[src/hdl/swd_pkg.sv]
// ----------------------------------------------------------------------------
// swd_pkg: shared types and constants for the stopwatch
// Digit positions, count limits, the seven-segment font and the structs
// that travel between the key, timer and display blocks.
// ----------------------------------------------------------------------------
package swd_pkg;

   // display geometry
   localparam int DIGIT_COUNT = 8;
   localparam int SCAN_W      = 3;

   // digit positions on the display
   localparam logic [SCAN_W-1:0] POS_BLANK_0  = 3'd0;
   localparam logic [SCAN_W-1:0] POS_BLANK_1  = 3'd1;
   localparam logic [SCAN_W-1:0] POS_SEC_THOU = 3'd2;
   localparam logic [SCAN_W-1:0] POS_SEC_HUND = 3'd3;
   localparam logic [SCAN_W-1:0] POS_SEC_TENS = 3'd4;
   localparam logic [SCAN_W-1:0] POS_SEC_ONES = 3'd5;
   localparam logic [SCAN_W-1:0] POS_FRAC_TEN = 3'd6;
   localparam logic [SCAN_W-1:0] POS_FRAC_ONE = 3'd7;

   // count limits and reset values
   localparam logic [6:0]  FRAC_LAST  = 7'd99;
   localparam logic [13:0] SEC_LAST   = 14'd9999;
   localparam logic [3:0]  BCD_NINE   = 4'd9;
   localparam logic [7:0]  TPH_RESET  = 8'd5;
   localparam logic [7:0]  SEG_DP     = 8'h80;
   localparam logic [7:0]  SEG_BLANK  = 8'h00;

   typedef logic [3:0] bcd_type;

   // debounced press edges of one tick
   typedef struct packed {
      logic reset_press;
      logic toggle_press;
   } keys_type;

   // stopwatch count, binary and decimal digit forms kept in step
   typedef struct packed {
      logic              run;
      logic [6:0]        frac;
      logic [13:0]       sec;
      bcd_type [1:0]     frac_bcd;   // [1] tens, [0] ones
      bcd_type [3:0]     sec_bcd;    // [3] thousands .. [0] ones
   } count_type;

   // seven-segment font, bit 7 is the decimal point
   function automatic logic [7:0] font(input bcd_type d);
      logic [7:0] s;
      case (d)
         4'd0:    s = 8'h3F;
         4'd1:    s = 8'h06;
         4'd2:    s = 8'h5B;
         4'd3:    s = 8'h4F;
         4'd4:    s = 8'h66;
         4'd5:    s = 8'h6D;
         4'd6:    s = 8'h7D;
         4'd7:    s = 8'h07;
         4'd8:    s = 8'h7F;
         4'd9:    s = 8'h6F;
         default: s = SEG_BLANK;
      endcase
      return s;
   endfunction

endpackage

[src/hdl/swd_interfaces.sv]
// ----------------------------------------------------------------------------
// swd_interfaces: valid/ready channels of the stopwatch
// Key sample channel, display/count result channel and prescale write port.
// ----------------------------------------------------------------------------
interface swd_req_if;
   logic valid;
   logic ready;
   logic key_reset_raw;
   logic key_startstop_raw;

   modport source (output valid, output key_reset_raw, output key_startstop_raw,
                   input ready);
   modport sink   (input valid, input key_reset_raw, input key_startstop_raw,
                   output ready);
endinterface

interface swd_rsp_if;
   logic        valid;
   logic        ready;
   logic [7:0]  digit_select_n;
   logic [7:0]  segments;
   logic        running;
   logic [6:0]  hundredths;
   logic [13:0] seconds;

   modport source (output valid, output digit_select_n, output segments,
                   output running, output hundredths, output seconds,
                   input ready);
   modport sink   (input valid, input digit_select_n, input segments,
                   input running, input hundredths, input seconds,
                   output ready);
endinterface

interface swd_csr_if;
   logic       valid;
   logic       ready;
   logic [7:0] ticks_per_hundredth;

   modport source (output valid, output ticks_per_hundredth, input ready);
   modport sink   (input valid, input ticks_per_hundredth, output ready);
endinterface

[src/hdl/swd_debounce.sv]
// ----------------------------------------------------------------------------
// swd_debounce: one key's sample history and debounced level
// The level changes only when the whole history agrees; a falling
// debounced level is reported as a press for the current beat.
// ----------------------------------------------------------------------------
module swd_debounce #(
   parameter int HISTORY_LEN = 8
) (
   input  logic clock,
   input  logic reset,
   input  logic enable,
   input  logic level,
   output logic press
);

   logic [HISTORY_LEN-1:0] hist_ff, hist_in;
   logic                   deb_ff, deb_in;

   // shift in the new sample, settle on full agreement
   always_comb begin
      hist_in = {hist_ff[HISTORY_LEN-2:0], level};
      deb_in  = deb_ff;
      if (hist_in == '0) begin
         deb_in = 1'b0;
      end else if (hist_in == '1) begin
         deb_in = 1'b1;
      end
      press = deb_ff & ~deb_in;
   end

   always_ff @(posedge clock) begin
      if (reset) begin
         hist_ff <= '1;
         deb_ff  <= 1'b1;
      end else if (enable) begin
         hist_ff <= hist_in;
         deb_ff  <= deb_in;
      end
   end

endmodule

[src/hdl/swd_timer.sv]
// ----------------------------------------------------------------------------
// swd_timer: run flag, prescaler and hundredths/seconds counters
// Counts are kept both in binary and as decimal digits so the display
// needs no division.
// ----------------------------------------------------------------------------
module swd_timer (
   input  logic               clock,
   input  logic               reset,
   input  logic               enable,
   input  swd_pkg::keys_type  keys,
   input  logic [7:0]         ticks_per_hundredth,
   output swd_pkg::count_type count_cur,
   output swd_pkg::count_type count_nxt
);

   swd_pkg::count_type count_ff, count_in;
   logic [7:0]         prescale_ff, prescale_in;
   logic [7:0]         prescale_sum;
   logic               hundredth_tick;
   logic               carry;

   // key actions, then prescale and count advance
   always_comb begin
      count_in       = count_ff;
      carry          = 1'b0;
      prescale_sum   = prescale_ff + 8'd1;
      hundredth_tick = (prescale_sum >= ticks_per_hundredth);
      prescale_in    = hundredth_tick ? 8'd0 : prescale_sum;

      if (keys.reset_press) begin
         count_in.run      = 1'b0;
         count_in.frac     = '0;
         count_in.sec      = '0;
         count_in.frac_bcd = '0;
         count_in.sec_bcd  = '0;
      end
      if (keys.toggle_press) begin
         count_in.run = ~count_in.run;
      end

      if (hundredth_tick && count_in.run) begin
         if (count_in.frac == swd_pkg::FRAC_LAST) begin
            count_in.frac     = '0;
            count_in.frac_bcd = '0;
            if (count_in.sec == swd_pkg::SEC_LAST) begin
               count_in.sec     = '0;
               count_in.sec_bcd = '0;
            end else begin
               count_in.sec = count_in.sec + 14'd1;
               carry        = 1'b1;
               for (int i = 0; i < 4; i++) begin
                  if (carry) begin
                     if (count_in.sec_bcd[i] == swd_pkg::BCD_NINE) begin
                        count_in.sec_bcd[i] = '0;
                     end else begin
                        count_in.sec_bcd[i] = count_in.sec_bcd[i] + 4'd1;
                        carry               = 1'b0;
                     end
                  end
               end
            end
         end else begin
            count_in.frac = count_in.frac + 7'd1;
            if (count_in.frac_bcd[0] == swd_pkg::BCD_NINE) begin
               count_in.frac_bcd[0] = '0;
               count_in.frac_bcd[1] = count_in.frac_bcd[1] + 4'd1;
            end else begin
               count_in.frac_bcd[0] = count_in.frac_bcd[0] + 4'd1;
            end
         end
      end
   end

   always_ff @(posedge clock) begin
      if (reset) begin
         count_ff    <= '0;
         prescale_ff <= '0;
      end else if (enable) begin
         count_ff    <= count_in;
         prescale_ff <= prescale_in;
      end
   end

   assign count_cur = count_ff;
   assign count_nxt = count_in;

   // decimal digits track the binary counts
   a_frac_digits: assert property (@(posedge clock) disable iff (reset)
      {3'd0, count_ff.frac} == count_ff.frac_bcd[1] * 10 + count_ff.frac_bcd[0])
      else $error("hundredths digits out of step with binary count");

   a_sec_digits: assert property (@(posedge clock) disable iff (reset)
      count_ff.sec == (count_ff.sec_bcd[3] * 1000 + count_ff.sec_bcd[2] * 100
                       + count_ff.sec_bcd[1] * 10 + count_ff.sec_bcd[0]))
      else $error("seconds digits out of step with binary count");

   // a lone reset press leaves the watch stopped at zero
   a_reset_clears: assert property (@(posedge clock) disable iff (reset)
      (enable && keys.reset_press && !keys.toggle_press)
      |=> (!count_ff.run && count_ff.frac == '0 && count_ff.sec == '0))
      else $error("reset press did not clear the watch");

endmodule

[src/hdl/swd_display.sv]
// ----------------------------------------------------------------------------
// swd_display: digit scan counter and segment pattern for one digit
// One digit per beat, driven from the count held before that beat.
// ----------------------------------------------------------------------------
module swd_display (
   input  logic                                clock,
   input  logic                                reset,
   input  logic                                enable,
   input  swd_pkg::count_type                  count,
   output logic [swd_pkg::DIGIT_COUNT-1:0]     digit_select_n,
   output logic [7:0]                          segments
);

   logic [swd_pkg::SCAN_W-1:0] scan_ff, scan_in;

   assign scan_in = scan_ff + 1'b1;

   always_ff @(posedge clock) begin
      if (reset) begin
         scan_ff <= '0;
      end else if (enable) begin
         scan_ff <= scan_in;
      end
   end

   // active-low digit enable
   assign digit_select_n =
      ~({{(swd_pkg::DIGIT_COUNT-1){1'b0}}, 1'b1} << scan_ff);

   // segment pattern with leading-zero blanking on the upper seconds digits
   always_comb begin
      case (scan_ff)
         swd_pkg::POS_BLANK_0,
         swd_pkg::POS_BLANK_1: segments = swd_pkg::SEG_BLANK;
         swd_pkg::POS_SEC_THOU: begin
            segments = (count.sec_bcd[3] != '0) ? swd_pkg::font(count.sec_bcd[3])
                                                : swd_pkg::SEG_BLANK;
         end
         swd_pkg::POS_SEC_HUND: begin
            segments = (count.sec_bcd[3:2] != '0) ? swd_pkg::font(count.sec_bcd[2])
                                                  : swd_pkg::SEG_BLANK;
         end
         swd_pkg::POS_SEC_TENS: begin
            segments = (count.sec_bcd[3:1] != '0) ? swd_pkg::font(count.sec_bcd[1])
                                                  : swd_pkg::SEG_BLANK;
         end
         swd_pkg::POS_SEC_ONES: begin
            segments = swd_pkg::font(count.sec_bcd[0]) | swd_pkg::SEG_DP;
         end
         swd_pkg::POS_FRAC_TEN: segments = swd_pkg::font(count.frac_bcd[1]);
         swd_pkg::POS_FRAC_ONE: segments = swd_pkg::font(count.frac_bcd[0]);
         default:               segments = swd_pkg::SEG_BLANK;
      endcase
   end

endmodule

[src/hdl/stopwatch_with_debounce_and_display.sv]
// ----------------------------------------------------------------------------
// stopwatch_with_debounce_and_display: stopwatch with key debounce and
// multiplexed eight-digit seven-segment output
// Each request beat is one 2 ms tick carrying both raw key levels; each
// response beat carries this tick's digit drive and the count after it.
// ----------------------------------------------------------------------------
//  Channel  Dir  Beat contents
//  req_if   in   key_reset_raw, key_startstop_raw (raw levels, 0 = pressed)
//  rsp_if   out  digit_select_n, segments, running, hundredths, seconds
//  csr_if   in   ticks_per_hundredth (always ready)
//
//  One request beat per cycle while the request side is not stalled; its response is valid the next cycle.
//  All tick work is one combinational pass from state into the response
//  register, so throughput is one beat per cycle with no stalls of its own.
//  A held response stalls the request side only while rsp_if.ready is low.
//  Reset is synchronous: keys released, watch stopped at zero, prescale 5.
// ----------------------------------------------------------------------------
module stopwatch_with_debounce_and_display #(
   parameter int HISTORY_LEN = 8
) (
   input  logic          clock,
   input  logic          reset,
   swd_req_if.sink       req_if,
   swd_rsp_if.source     rsp_if,
   swd_csr_if.sink       csr_if
);

   logic                accept;
   logic [7:0]          tph_ff;
   logic                rsp_valid_ff, rsp_valid_in;
   swd_pkg::keys_type   keys;
   swd_pkg::count_type  count_cur, count_nxt;
   logic [7:0]          sel_n, seg;

   logic [7:0]          sel_ff, seg_ff;
   logic                run_ff;
   logic [6:0]          frac_ff;
   logic [13:0]         sec_ff;

   // handshake: take a beat whenever the response slot is free or draining
   assign req_if.ready = !rsp_valid_ff || rsp_if.ready;
   assign accept       = req_if.valid && req_if.ready;

   // prescale register
   assign csr_if.ready = 1'b1;
   always_ff @(posedge clock) begin
      if (reset) begin
         tph_ff <= swd_pkg::TPH_RESET;
      end else if (csr_if.valid) begin
         tph_ff <= csr_if.ticks_per_hundredth;
      end
   end

   // key debounce
   swd_debounce #(.HISTORY_LEN(HISTORY_LEN)) u_deb_reset (
      .clock  (clock),
      .reset  (reset),
      .enable (accept),
      .level  (req_if.key_reset_raw),
      .press  (keys.reset_press)
   );

   swd_debounce #(.HISTORY_LEN(HISTORY_LEN)) u_deb_toggle (
      .clock  (clock),
      .reset  (reset),
      .enable (accept),
      .level  (req_if.key_startstop_raw),
      .press  (keys.toggle_press)
   );

   // counters
   swd_timer u_timer (
      .clock               (clock),
      .reset               (reset),
      .enable              (accept),
      .keys                (keys),
      .ticks_per_hundredth (tph_ff),
      .count_cur           (count_cur),
      .count_nxt           (count_nxt)
   );

   // display drive from the count before this tick
   swd_display u_display (
      .clock          (clock),
      .reset          (reset),
      .enable         (accept),
      .count          (count_cur),
      .digit_select_n (sel_n),
      .segments       (seg)
   );

   // response register
   always_comb begin
      rsp_valid_in = rsp_valid_ff;
      if (accept) begin
         rsp_valid_in = 1'b1;
      end else if (rsp_if.ready) begin
         rsp_valid_in = 1'b0;
      end
   end

   always_ff @(posedge clock) begin
      if (reset) begin
         rsp_valid_ff <= 1'b0;
      end else begin
         rsp_valid_ff <= rsp_valid_in;
      end
   end

   always_ff @(posedge clock) begin
      if (accept) begin
         sel_ff  <= sel_n;
         seg_ff  <= seg;
         run_ff  <= count_nxt.run;
         frac_ff <= count_nxt.frac;
         sec_ff  <= count_nxt.sec;
      end
   end

   assign rsp_if.valid          = rsp_valid_ff;
   assign rsp_if.digit_select_n = sel_ff;
   assign rsp_if.segments       = seg_ff;
   assign rsp_if.running        = run_ff;
   assign rsp_if.hundredths     = frac_ff;
   assign rsp_if.seconds        = sec_ff;

   // every accepted tick produces a response next cycle
   a_accept_rsp: assert property (@(posedge clock) disable iff (reset)
      accept |=> rsp_if.valid)
      else $error("accepted tick without response");

   // exactly one digit enabled in a shown response
   a_one_digit: assert property (@(posedge clock) disable iff (reset)
      rsp_if.valid |-> $onehot(~rsp_if.digit_select_n))
      else $error("digit select not one-hot");

   // counts stay in range
   a_count_range: assert property (@(posedge clock) disable iff (reset)
      rsp_if.valid |-> (rsp_if.hundredths <= swd_pkg::FRAC_LAST
                        && rsp_if.seconds <= swd_pkg::SEC_LAST))
      else $error("count out of range");

endmodule
[src/flat_wrapper.sv]
// flat-port wrapper written by rule: the top's interface ports become plain ports
module stopwatch_with_debounce_and_display_flat 
#(
   parameter int HISTORY_LEN = 8
)
  (clock, reset, req_if_valid, req_if_key_reset_raw, req_if_key_startstop_raw, req_if_ready, rsp_if_valid, rsp_if_digit_select_n, rsp_if_segments, rsp_if_running, rsp_if_hundredths, rsp_if_seconds, rsp_if_ready, csr_if_valid, csr_if_ticks_per_hundredth, csr_if_ready);
  swd_req_if req_if_i ();
  swd_rsp_if rsp_if_i ();
  swd_csr_if csr_if_i ();
  input  logic clock;
  input  logic reset;
  input wire logic [$bits(req_if_i.valid)-1:0] req_if_valid;
  input wire logic [$bits(req_if_i.key_reset_raw)-1:0] req_if_key_reset_raw;
  input wire logic [$bits(req_if_i.key_startstop_raw)-1:0] req_if_key_startstop_raw;
  output wire logic [$bits(req_if_i.ready)-1:0] req_if_ready;
  output wire logic [$bits(rsp_if_i.valid)-1:0] rsp_if_valid;
  output wire logic [$bits(rsp_if_i.digit_select_n)-1:0] rsp_if_digit_select_n;
  output wire logic [$bits(rsp_if_i.segments)-1:0] rsp_if_segments;
  output wire logic [$bits(rsp_if_i.running)-1:0] rsp_if_running;
  output wire logic [$bits(rsp_if_i.hundredths)-1:0] rsp_if_hundredths;
  output wire logic [$bits(rsp_if_i.seconds)-1:0] rsp_if_seconds;
  input wire logic [$bits(rsp_if_i.ready)-1:0] rsp_if_ready;
  input wire logic [$bits(csr_if_i.valid)-1:0] csr_if_valid;
  input wire logic [$bits(csr_if_i.ticks_per_hundredth)-1:0] csr_if_ticks_per_hundredth;
  output wire logic [$bits(csr_if_i.ready)-1:0] csr_if_ready;
  assign req_if_i.valid = req_if_valid;
  assign req_if_i.key_reset_raw = req_if_key_reset_raw;
  assign req_if_i.key_startstop_raw = req_if_key_startstop_raw;
  assign req_if_ready = req_if_i.ready;
  assign rsp_if_valid = rsp_if_i.valid;
  assign rsp_if_digit_select_n = rsp_if_i.digit_select_n;
  assign rsp_if_segments = rsp_if_i.segments;
  assign rsp_if_running = rsp_if_i.running;
  assign rsp_if_hundredths = rsp_if_i.hundredths;
  assign rsp_if_seconds = rsp_if_i.seconds;
  assign rsp_if_i.ready = rsp_if_ready;
  assign csr_if_i.valid = csr_if_valid;
  assign csr_if_i.ticks_per_hundredth = csr_if_ticks_per_hundredth;
  assign csr_if_ready = csr_if_i.ready;
  stopwatch_with_debounce_and_display #(.HISTORY_LEN(HISTORY_LEN)) u_core (.clock(clock), .reset(reset), .req_if(req_if_i), .rsp_if(rsp_if_i), .csr_if(csr_if_i));
endmodule
[config.mk]
export PLATFORM = sky130hd
export DESIGN_NAME = stopwatch_with_debounce_and_display_flat
export DESIGN_NICKNAME = d
export VERILOG_FILES = /design/src/hdl/swd_pkg.sv /design/src/hdl/swd_interfaces.sv /design/src/hdl/swd_debounce.sv /design/src/hdl/swd_timer.sv /design/src/hdl/swd_display.sv /design/src/hdl/stopwatch_with_debounce_and_display.sv /design/src/flat_wrapper.sv
export SDC_FILE = /design/constraint.sdc
export NUM_CORES = 1
export LEC_CHECK = 0
export BUFFER_PORTS_ARGS = -buffer_cell sky130_fd_sc_hd__clkbuf_2
export CORE_ASPECT_RATIO = 1.4
export CORE_MARGIN = 2
export CORE_UTILIZATION = 61
export CTS_CLUSTER_DIAMETER = 40
export DETAILED_ROUTE_END_ITERATION = 12
export PLACE_DENSITY = 0.8
export REMOVE_ABC_BUFFERS = 1
export SYNTH_ARGS = -nofsm -noshare
export SYNTH_HDL_FRONTEND = slang
export SYNTH_SLANG_ARGS = --single-unit
export TNS_END_PERCENT = 1
[constraint.sdc]
create_clock -name clock -period 5.2 [get_ports clock]
set_input_delay 1.04 -clock clock [delete_from_list [all_inputs] [get_ports clock]]
set_output_delay 1.04 -clock clock [all_outputs]
set_load 0.02 [all_outputs]
==> metrics.md, run 1 <==
| Metric | Value |
|---|---|
| Data arrival, critical path | 4.72 ns |
| Reg-to-reg startpoint | u_core.u_timer.prescale_ff[2]$_SDFFE_PP0P_ |
| Top post-synthesis cells by area | dfxtp_1, edfxtp_1, ha_1, nand2_1, nor2_1 |
| Status | finished, final reports clean |
| Power share of the sequential group | 48.1% |
| Initial drt markers | 575 |
| # DRC | 0 |
| Power share of the combinational group | 7.1% |
| Top_reg_cell synth | dfxtp_1 |
| Htree depth | 4 |
| Post-synthesis xor/xnor area fraction | 2.77% |
| Drt via density | 6.13 |
| TritonCTS buffer count | 17 |
| Sw power | 0.734 mW |
| Initial Utilization | 62.0% |
| TritonCTS clock tree | done |
| Die Y | 147 microns |
| Unrepaired setup endpoints after global routing | false |
| GR Overflow Total | 0 |
| Die X | 106 microns |
| Post-synth top area cell | dfxtp_1 |
| Antenna Diode Count | 0 |
| Largest family of logic cells by synthesized area | simple AND/OR/NAND/NOR gates |
| Worst path cell trace | and3_1 > and3_1 > nand3_1 > xnor2_1 > ha_1 > a211oi_1 > o221ai_1 > nand3_1 > a21oi_1 > mux2_2 > nor2_1 > inv_1 > ha_1 > mux2_2 > a221o_1 |
| Post-synthesis instance total | 1018 |
| First drt pass iteration count | 8 |
| Hold Path Depth | 2 |
| Die area | 0.0156 sq mm |
| Post-CTS sizing | 0 |
| Synthesis-to-finish area growth | 11.1% |
| Skew final | 0.00771 ns |
| Gr usage total | 27.3% |
| R2R Setup Slk | 0.79 ns |
| Reg2Reg Depth | 15 |
| Final WL | 20800 microns |
| Leakage | 4.02 nW |
| Sw Ratio | 26.1% |
| Clock power share | 44.7% |
| Worst Hold Class | reg2reg |
| Vias | 7693 |
| CP max-delay cell | o221ai_1 |
| Final Hold Viols | 0 |
| Placed cell areas | 0.00931 sq mm |
| Post-synthesis average cell area | 8.75 sq um |
| Worst setup path class | reg2reg |
| Endpoint class of the critical path | flop |
| Asr flop ratio synth | 0% |
| Top-area cell type share of the netlist area | 27.9% |
| Root buffer cell | clkbuf_16 |
| Initial antenna violation count | 0 |
| Fmax | 227 MHz |
| Post-Synth Simple-Gate Area | 23.9% |
| Worst vdd ir | 0.000193 V |
| Hold endpoint | u_core.u_timer.count_cur[39]$_SDFFE_PP0P_ |
| Power consumption | 2.81 mW |
| Worst-path clk slew | 0.07 ns |
| P_int | 2.07 mW |
| Commonest non-fill, non-tap cell in the layout | nand2_1 |
| Tmin final | 4.41 ns |
| Post CTS Setup Buffer Count | 0 |
| Commonest cells after routing, fill and taps aside | nand2_1, dfxtp_1, nor2_1 |
| Post-synth cell types | 87 |
| Crit path launch type | flop |
| Clk Latency, worst-skew pair | 0.43 ns |
| Buffers added on ports | 54 |
| Final Cycle Share | 84.8% |
| Worst hold slack | 0.451 ns |
| Max-cap viol count | 0 |
| Row cnt | 52 |
| Slew Viols, Final | 0 |
| Design Area, Final | 0.00990 sq mm |
| Worst slew pin tran | 1.05 ns |
| Sequential area share after synthesis | 40.7% |
| Ys Warns | 0 |
| EDFF count, synth | 38 |
| Worst rel slew slack | 29.8% |
| Final std cells w/o fill | 1254 |
| Endpoints failing setup | 0 |
| CP max FO | 11 |
| # hold bufs at CTS | 0 |
| Placer's final routability congestion estimate | 0.904 |
| First-pass GRT wire length | 34500 microns |
| Clock sink count | 162 |
| Ports | 56 |
| Post-synthesis compound-gate area fraction | 17.1% |
| Core ar. | 0.0144 sq mm |
| Wire per inst | 16.6 microns |
| Pwr per Cell Area | 284 mW/mm^2 |
| Setup tns final | 0 ns |
| Synth Cell Area | 0.00891 sq mm |
| Nets | 1131 |
| HP Start | u_core.u_timer.count_cur[39]$_SDFFE_PP0P_ |
| Antenna Nets Post-Route | 0 |
| Vias in the first global route | 7138 |
| CTS max path bufs | 2 |
| Yosys reg bits | 162 |
| Post-synthesis adder-cell area fraction | 8.98% |
| Cells after DPL | 1222 |
| Worst path required time | 5.51 ns |
| Share of layout cells above drive strength 1 | 13.1% |
| Largest net degree at the start of global routing | 95 |
| Post-synthesis mux area share | 1.63% |
| Crit-path max cell delay | 0.54 ns |
| DPL Wire Length | 14500 microns |
-- worst max-delay path, delay by kind of cell, from the launching register on --
kind | cells | cell delay (ns)
AOI/OAI and AO/OA | 4 | 1.27
DFF | 1 | 0.41
xor gates and xnor gates | 1 | 0.21
buffers and inverters | 1 | 0.15
muxes | 2 | 0.60
adders and majority gates | 2 | 0.51
and+or+nand+nor | 5 | 1.13
-- power by group through the flow --
stage / clock network, mW / registers (mW) / logic [mW]
2_1_floorplan: 0 / 1.40 / 0.107
3_3_place_gp: 0 / 1.38 / 0.194
3_5_place_dp: 0 / 1.38 / 0.198
4_1_cts: 1.26 / 1.35 / 0.199
5_1_grt: 1.32 / 1.36 / 0.221
6_report: 1.26 / 1.35 / 0.200
-- metrics by stage --
| step | util [%] | setup WS [ns] |
|---|---|---|
| 4_1_cts | 68.9 | 0.858 |
| 3_5_place_dp | 64.8 | 0.521 |
| 6_report | 68.9 | 0.791 |
| 5_1_grt | 68.9 | 0.466 |
| 2_1_floorplan | - | -0.962 |
| 3_3_place_gp | 64.8 | 0.619 |
-- cells by family after synthesis --
logic type / count (synthesis)
AO/OA/AOI/OAI: 219
XOR/XNOR: 26
adder cells (fa/ha/maj): 64
buffers and inverters: 109
flip-flops: 162
multiplexers: 14
other: 1
AND/OR/NAND/NOR: 423
-- metal layers --
layer | share of wire (%) | vias to the layer above | track usage (%)
li1 | - | 3727 | -
met1 | 40 | 3650 | 33.4
met2 | 51 | 265 | 47.9
met3 | 5.5 | 51 | 4.30
met4 | 2.9 | 0 | 10.2
met5 | 0 | - | 0
-- synth_stat cells (5+ instances only) --
cell	n
buf_2	6
inv_1	51
buf_1	5
or3_1	11
ha_1	64
a211oi_1	9
nor3_1	21
nand4_1	21
a22oi_1	6
nand3b_1	11
a31oi_1	17
nand3_1	49
a222oi_1	7
dfxtp_1	124
o41ai_1	7
a21oi_1	48
o211ai_1	8
o211a_1	5
a21o_1	7
and2_1	23
nor4_1	11
xor2_1	13
xnor2_1	12
edfxtp_1	38
nand2_1	135
mux2i_1	10
nor2_1	85
o21ai_0	47
clkbuf_1	40
a311oi_1	6
and3_1	16
-- how the worst max path moves through the flow --
| stage | start | endpoint | slack (ns) |
|---|---|---|---|
| 2_1_floorplan | rsp_if_ready | flop | -0.96 |
| 3_3_place_gp | req_if_key_reset_raw | flop | 0.62 |
| 3_5_place_dp | req_if_key_reset_raw | flop | 0.52 |
| 4_1_cts | u_core.u_timer.prescale_ff[2]$_SDFFE_PP0P_ | flop | 0.86 |
| 5_1_grt | u_core.u_timer.prescale_ff[0]$_SDFFE_PP0P_ | flop | 0.47 |
| 6_report | u_core.u_timer.prescale_ff[2]$_SDFFE_PP0P_ | flop | 0.79 |
-- area by class of cell --
type | instances | area [sq um]
Timing Repair Buffer | 70 | 390
Tap cell | 189 | 236
Fill cell | 1153 | 4470
Clock inverter | 15 | 165
Clock buffer | 17 | 425
Multi-Input combinational cell | 747 | 4860
Inverter | 54 | 204
Sequential cell | 162 | 3620
Note: power is estimated with default switching activity, not from simulation.
==> inputs of run 2 (changes only) <==
clock period = 4.3 ns   (was 5.2 ns; I/O delays follow)
==> metrics.md, run 2 (same netlist as run 1, synthesis figures left out) <==
| Metric | Value |
|---|---|
| CTS max path bufs | 2 (unchanged) |
| Skew final | 0.00814 ns (+0.000434 ns) |
| Commonest non-fill, non-tap cell in the layout | nand2_1 |
| Vias | 7834 (+1.8%) |
| Post CTS Setup Buffer Count | 0 (unchanged) |
| Antenna Diode Count | 0 (unchanged) |
| Die area | 0.0156 sq mm (unchanged) |
| First-pass GRT wire length | 35100 microns (+2.0%) |
| TritonCTS buffer count | 17 (unchanged) |
| Largest net degree at the start of global routing | 95 (unchanged) |
| Buffers added on ports | 54 (unchanged) |
| Final Cycle Share | 93.7% (+8.9 points) |
| # hold bufs at CTS | 0 (unchanged) |
| Die Y | 147 microns (unchanged) |
| CP max FO | 13 (+2) |
| Endpoints failing setup | 0 (unchanged) |
| Drt via density | 6.16 (+0.39%) |
| Row cnt | 52 (unchanged) |
| Endpoint class of the critical path | flop |
| Power consumption | 3.42 mW (+22%) |
| Initial antenna violation count | 0 (unchanged) |
| Fin util | 70.3% (+1.5 points) |
| Antenna Nets Post-Route | 0 (unchanged) |
| Ports | 56 (unchanged) |
| Initial drt markers | 530 (-7.8%) |
| Clock sink count | 162 (unchanged) |
| Final std cells w/o fill | 1272 (+1.4%) |
| Worst setup path class | reg2reg |
| Htree depth | 4 (unchanged) |
| Core ar. | 0.0144 sq mm (unchanged) |
| Worst slack at placement | 0.0331 ns (-0.487 ns) |
| Worst vdd ir | 0.000299 V (+54%) |
| Cells after DPL | 1240 (+1.5%) |
| Clk Latency, worst-skew pair | 0.45 ns (+0.02 ns) |
| Worst-path clk slew | 0.07 ns (about the same) |
| Placer's final routability congestion estimate | 0.906 (+0.21%) |
| Die X | 106 microns (unchanged) |
| Initial Utilization | 62.0% (unchanged) |
| Vias in the first global route | 7337 (+2.8%) |
| DPL Wire Length | 15100 microns (+4.2%) |
| Fmax | 248 MHz (+9.4%) |
| Share of layout cells above drive strength 1 | 15.1% (+2.1 points) |
| Final Hold Viols | 0 (unchanged) |
| Design Area, Final | 0.0101 sq mm (+2.1%) |
| Synthesis-to-finish area growth | 13.5% |
| Met3 GRT Util | 5.94% (+1.6 points) |
| Worst path required time | 4.67 ns (-0.84 ns) |
| Crit path launch type | flop |
| Final WL | 21600 microns (+4.3%) |
| Unrepaired setup endpoints after global routing | false |
| Leakage | 4.13 nW (+2.8%) |
| Wire per inst | 17.0 microns (+2.8%) |
| Setup ws final | 0.272 ns (-0.520 ns) |
| Worst rel slew slack | 45.0% (+15 points) |
| TritonCTS clock tree | done |
| Met2 Track Usage GR | 48.6% (+0.67 points) |
| Root buffer cell | clkbuf_16 |
| GR Overflow Total | 0 (unchanged) |
| Placed cell areas | 0.00947 sq mm (+1.7%) |
| Slew Viols, Final | 0 (unchanged) |
| Tmin final | 4.03 ns (-0.380 ns) |
| Commonest cells after routing, fill and taps aside | nand2_1, dfxtp_1, nor2_1 |
| Max-cap viol count | 0 (unchanged) |
| Data arrival, critical path | 4.40 ns (-0.32 ns) |
| # DRC | 0 (unchanged) |
| Status | finished, final reports clean |
| Busiest grt layer | met2 |
| Pwr per Cell Area | 339 mW/mm^2 (+19%) |
| Gr usage total | 28.2% (+0.90 points) |
| Met1 usage | 32.4% (-1.1 points) |
| Nets | 1149 (+1.6%) |
| Worst Hold Class | reg2reg |
| First drt pass iteration count | 8 (unchanged) |
| Worst slew pin tran | 0.817 ns (-0.236 ns) |
run 2: cell types whose count changed in the layout (fill, tap and decap cells not counted), sizes merged:
cell | before | now
bufinv | 1 | 0
clkinv | 4 | 7
inv | 61 | 62
buf | 17 | 35
clkinvlp | 3 | 0
run 2: report_power, final:
group	switching, mW	internal (mW)	total (mW)
clock network	0.749	0.792	1.54
registers	0.0297	1.61	1.63
logic	0.168	0.0800	0.248
run 2: final timing paths:
check / start / endpoint / slack, ns / depth (start not counted)
max: u_core.u_timer.prescale_ff[2]$_SDFFE_PP0P_ / flop / 0.27 / 14
min: u_core.u_timer.prescale_ff[7]$_SDFFE_PP0P_ / u_core.u_timer.prescale_ff[7]$_SDFFE_PP0P_ / 0.47 / 2
max reg2reg: u_core.u_timer.prescale_ff[2]$_SDFFE_PP0P_ / flop / 0.27 / 14
min reg2reg: u_core.u_timer.prescale_ff[7]$_SDFFE_PP0P_ / u_core.u_timer.prescale_ff[7]$_SDFFE_PP0P_ / 0.47 / 2
run 2: through the flow:
stage | TNS, ns | hold WS [ns]
2_1_floorplan | -69.62 | 0.426
3_3_place_gp | 0 | 0.443
3_5_place_dp | 0 | 0.463
4_1_cts | 0 | 0.473
5_1_grt | 0 | 0.496
6_report | 0 | 0.469
run 2: layer usage:
metal | wire length [microns] | part of all wire [%]
met4 | 819 | 3.8
met3 | 1220 | 5.6
met5 | 0 | 0
met1 | 8510 | 39
met2 | 11100 | 51
run 2: area by class of cell:
type / count / area [sq um]
clock inverter: 15 / 179
timing repair buffer: 88 / 551
fill: 1151 / 4270
sequential: 162 / 3620
inverter: 54 / 204
clock buffer: 17 / 425
tap: 189 / 236
multi-input combinational: 747 / 4890
run 2: repair_timing:
item,in CTS,in global routing
endpoints found under the hold margin,0,0
resized for setup,0,7
endpoints found under the setup margin,0,13
run 2: worst max-delay path: stages, from the launching register on:
cell       delay [ns]
dfxtp_1          0.41
and3_1           0.26
and3_1           0.25
xor2_1           0.11
ha_1             0.31
o2111ai_1        0.16
o221a_2          0.37
buf_4            0.20
o31ai_2          0.50
nand2_1          0.15
a2bb2oi_1        0.26
nor2_1           0.14
ha_1             0.22
or4_1            0.53
o211ai_1         0.09
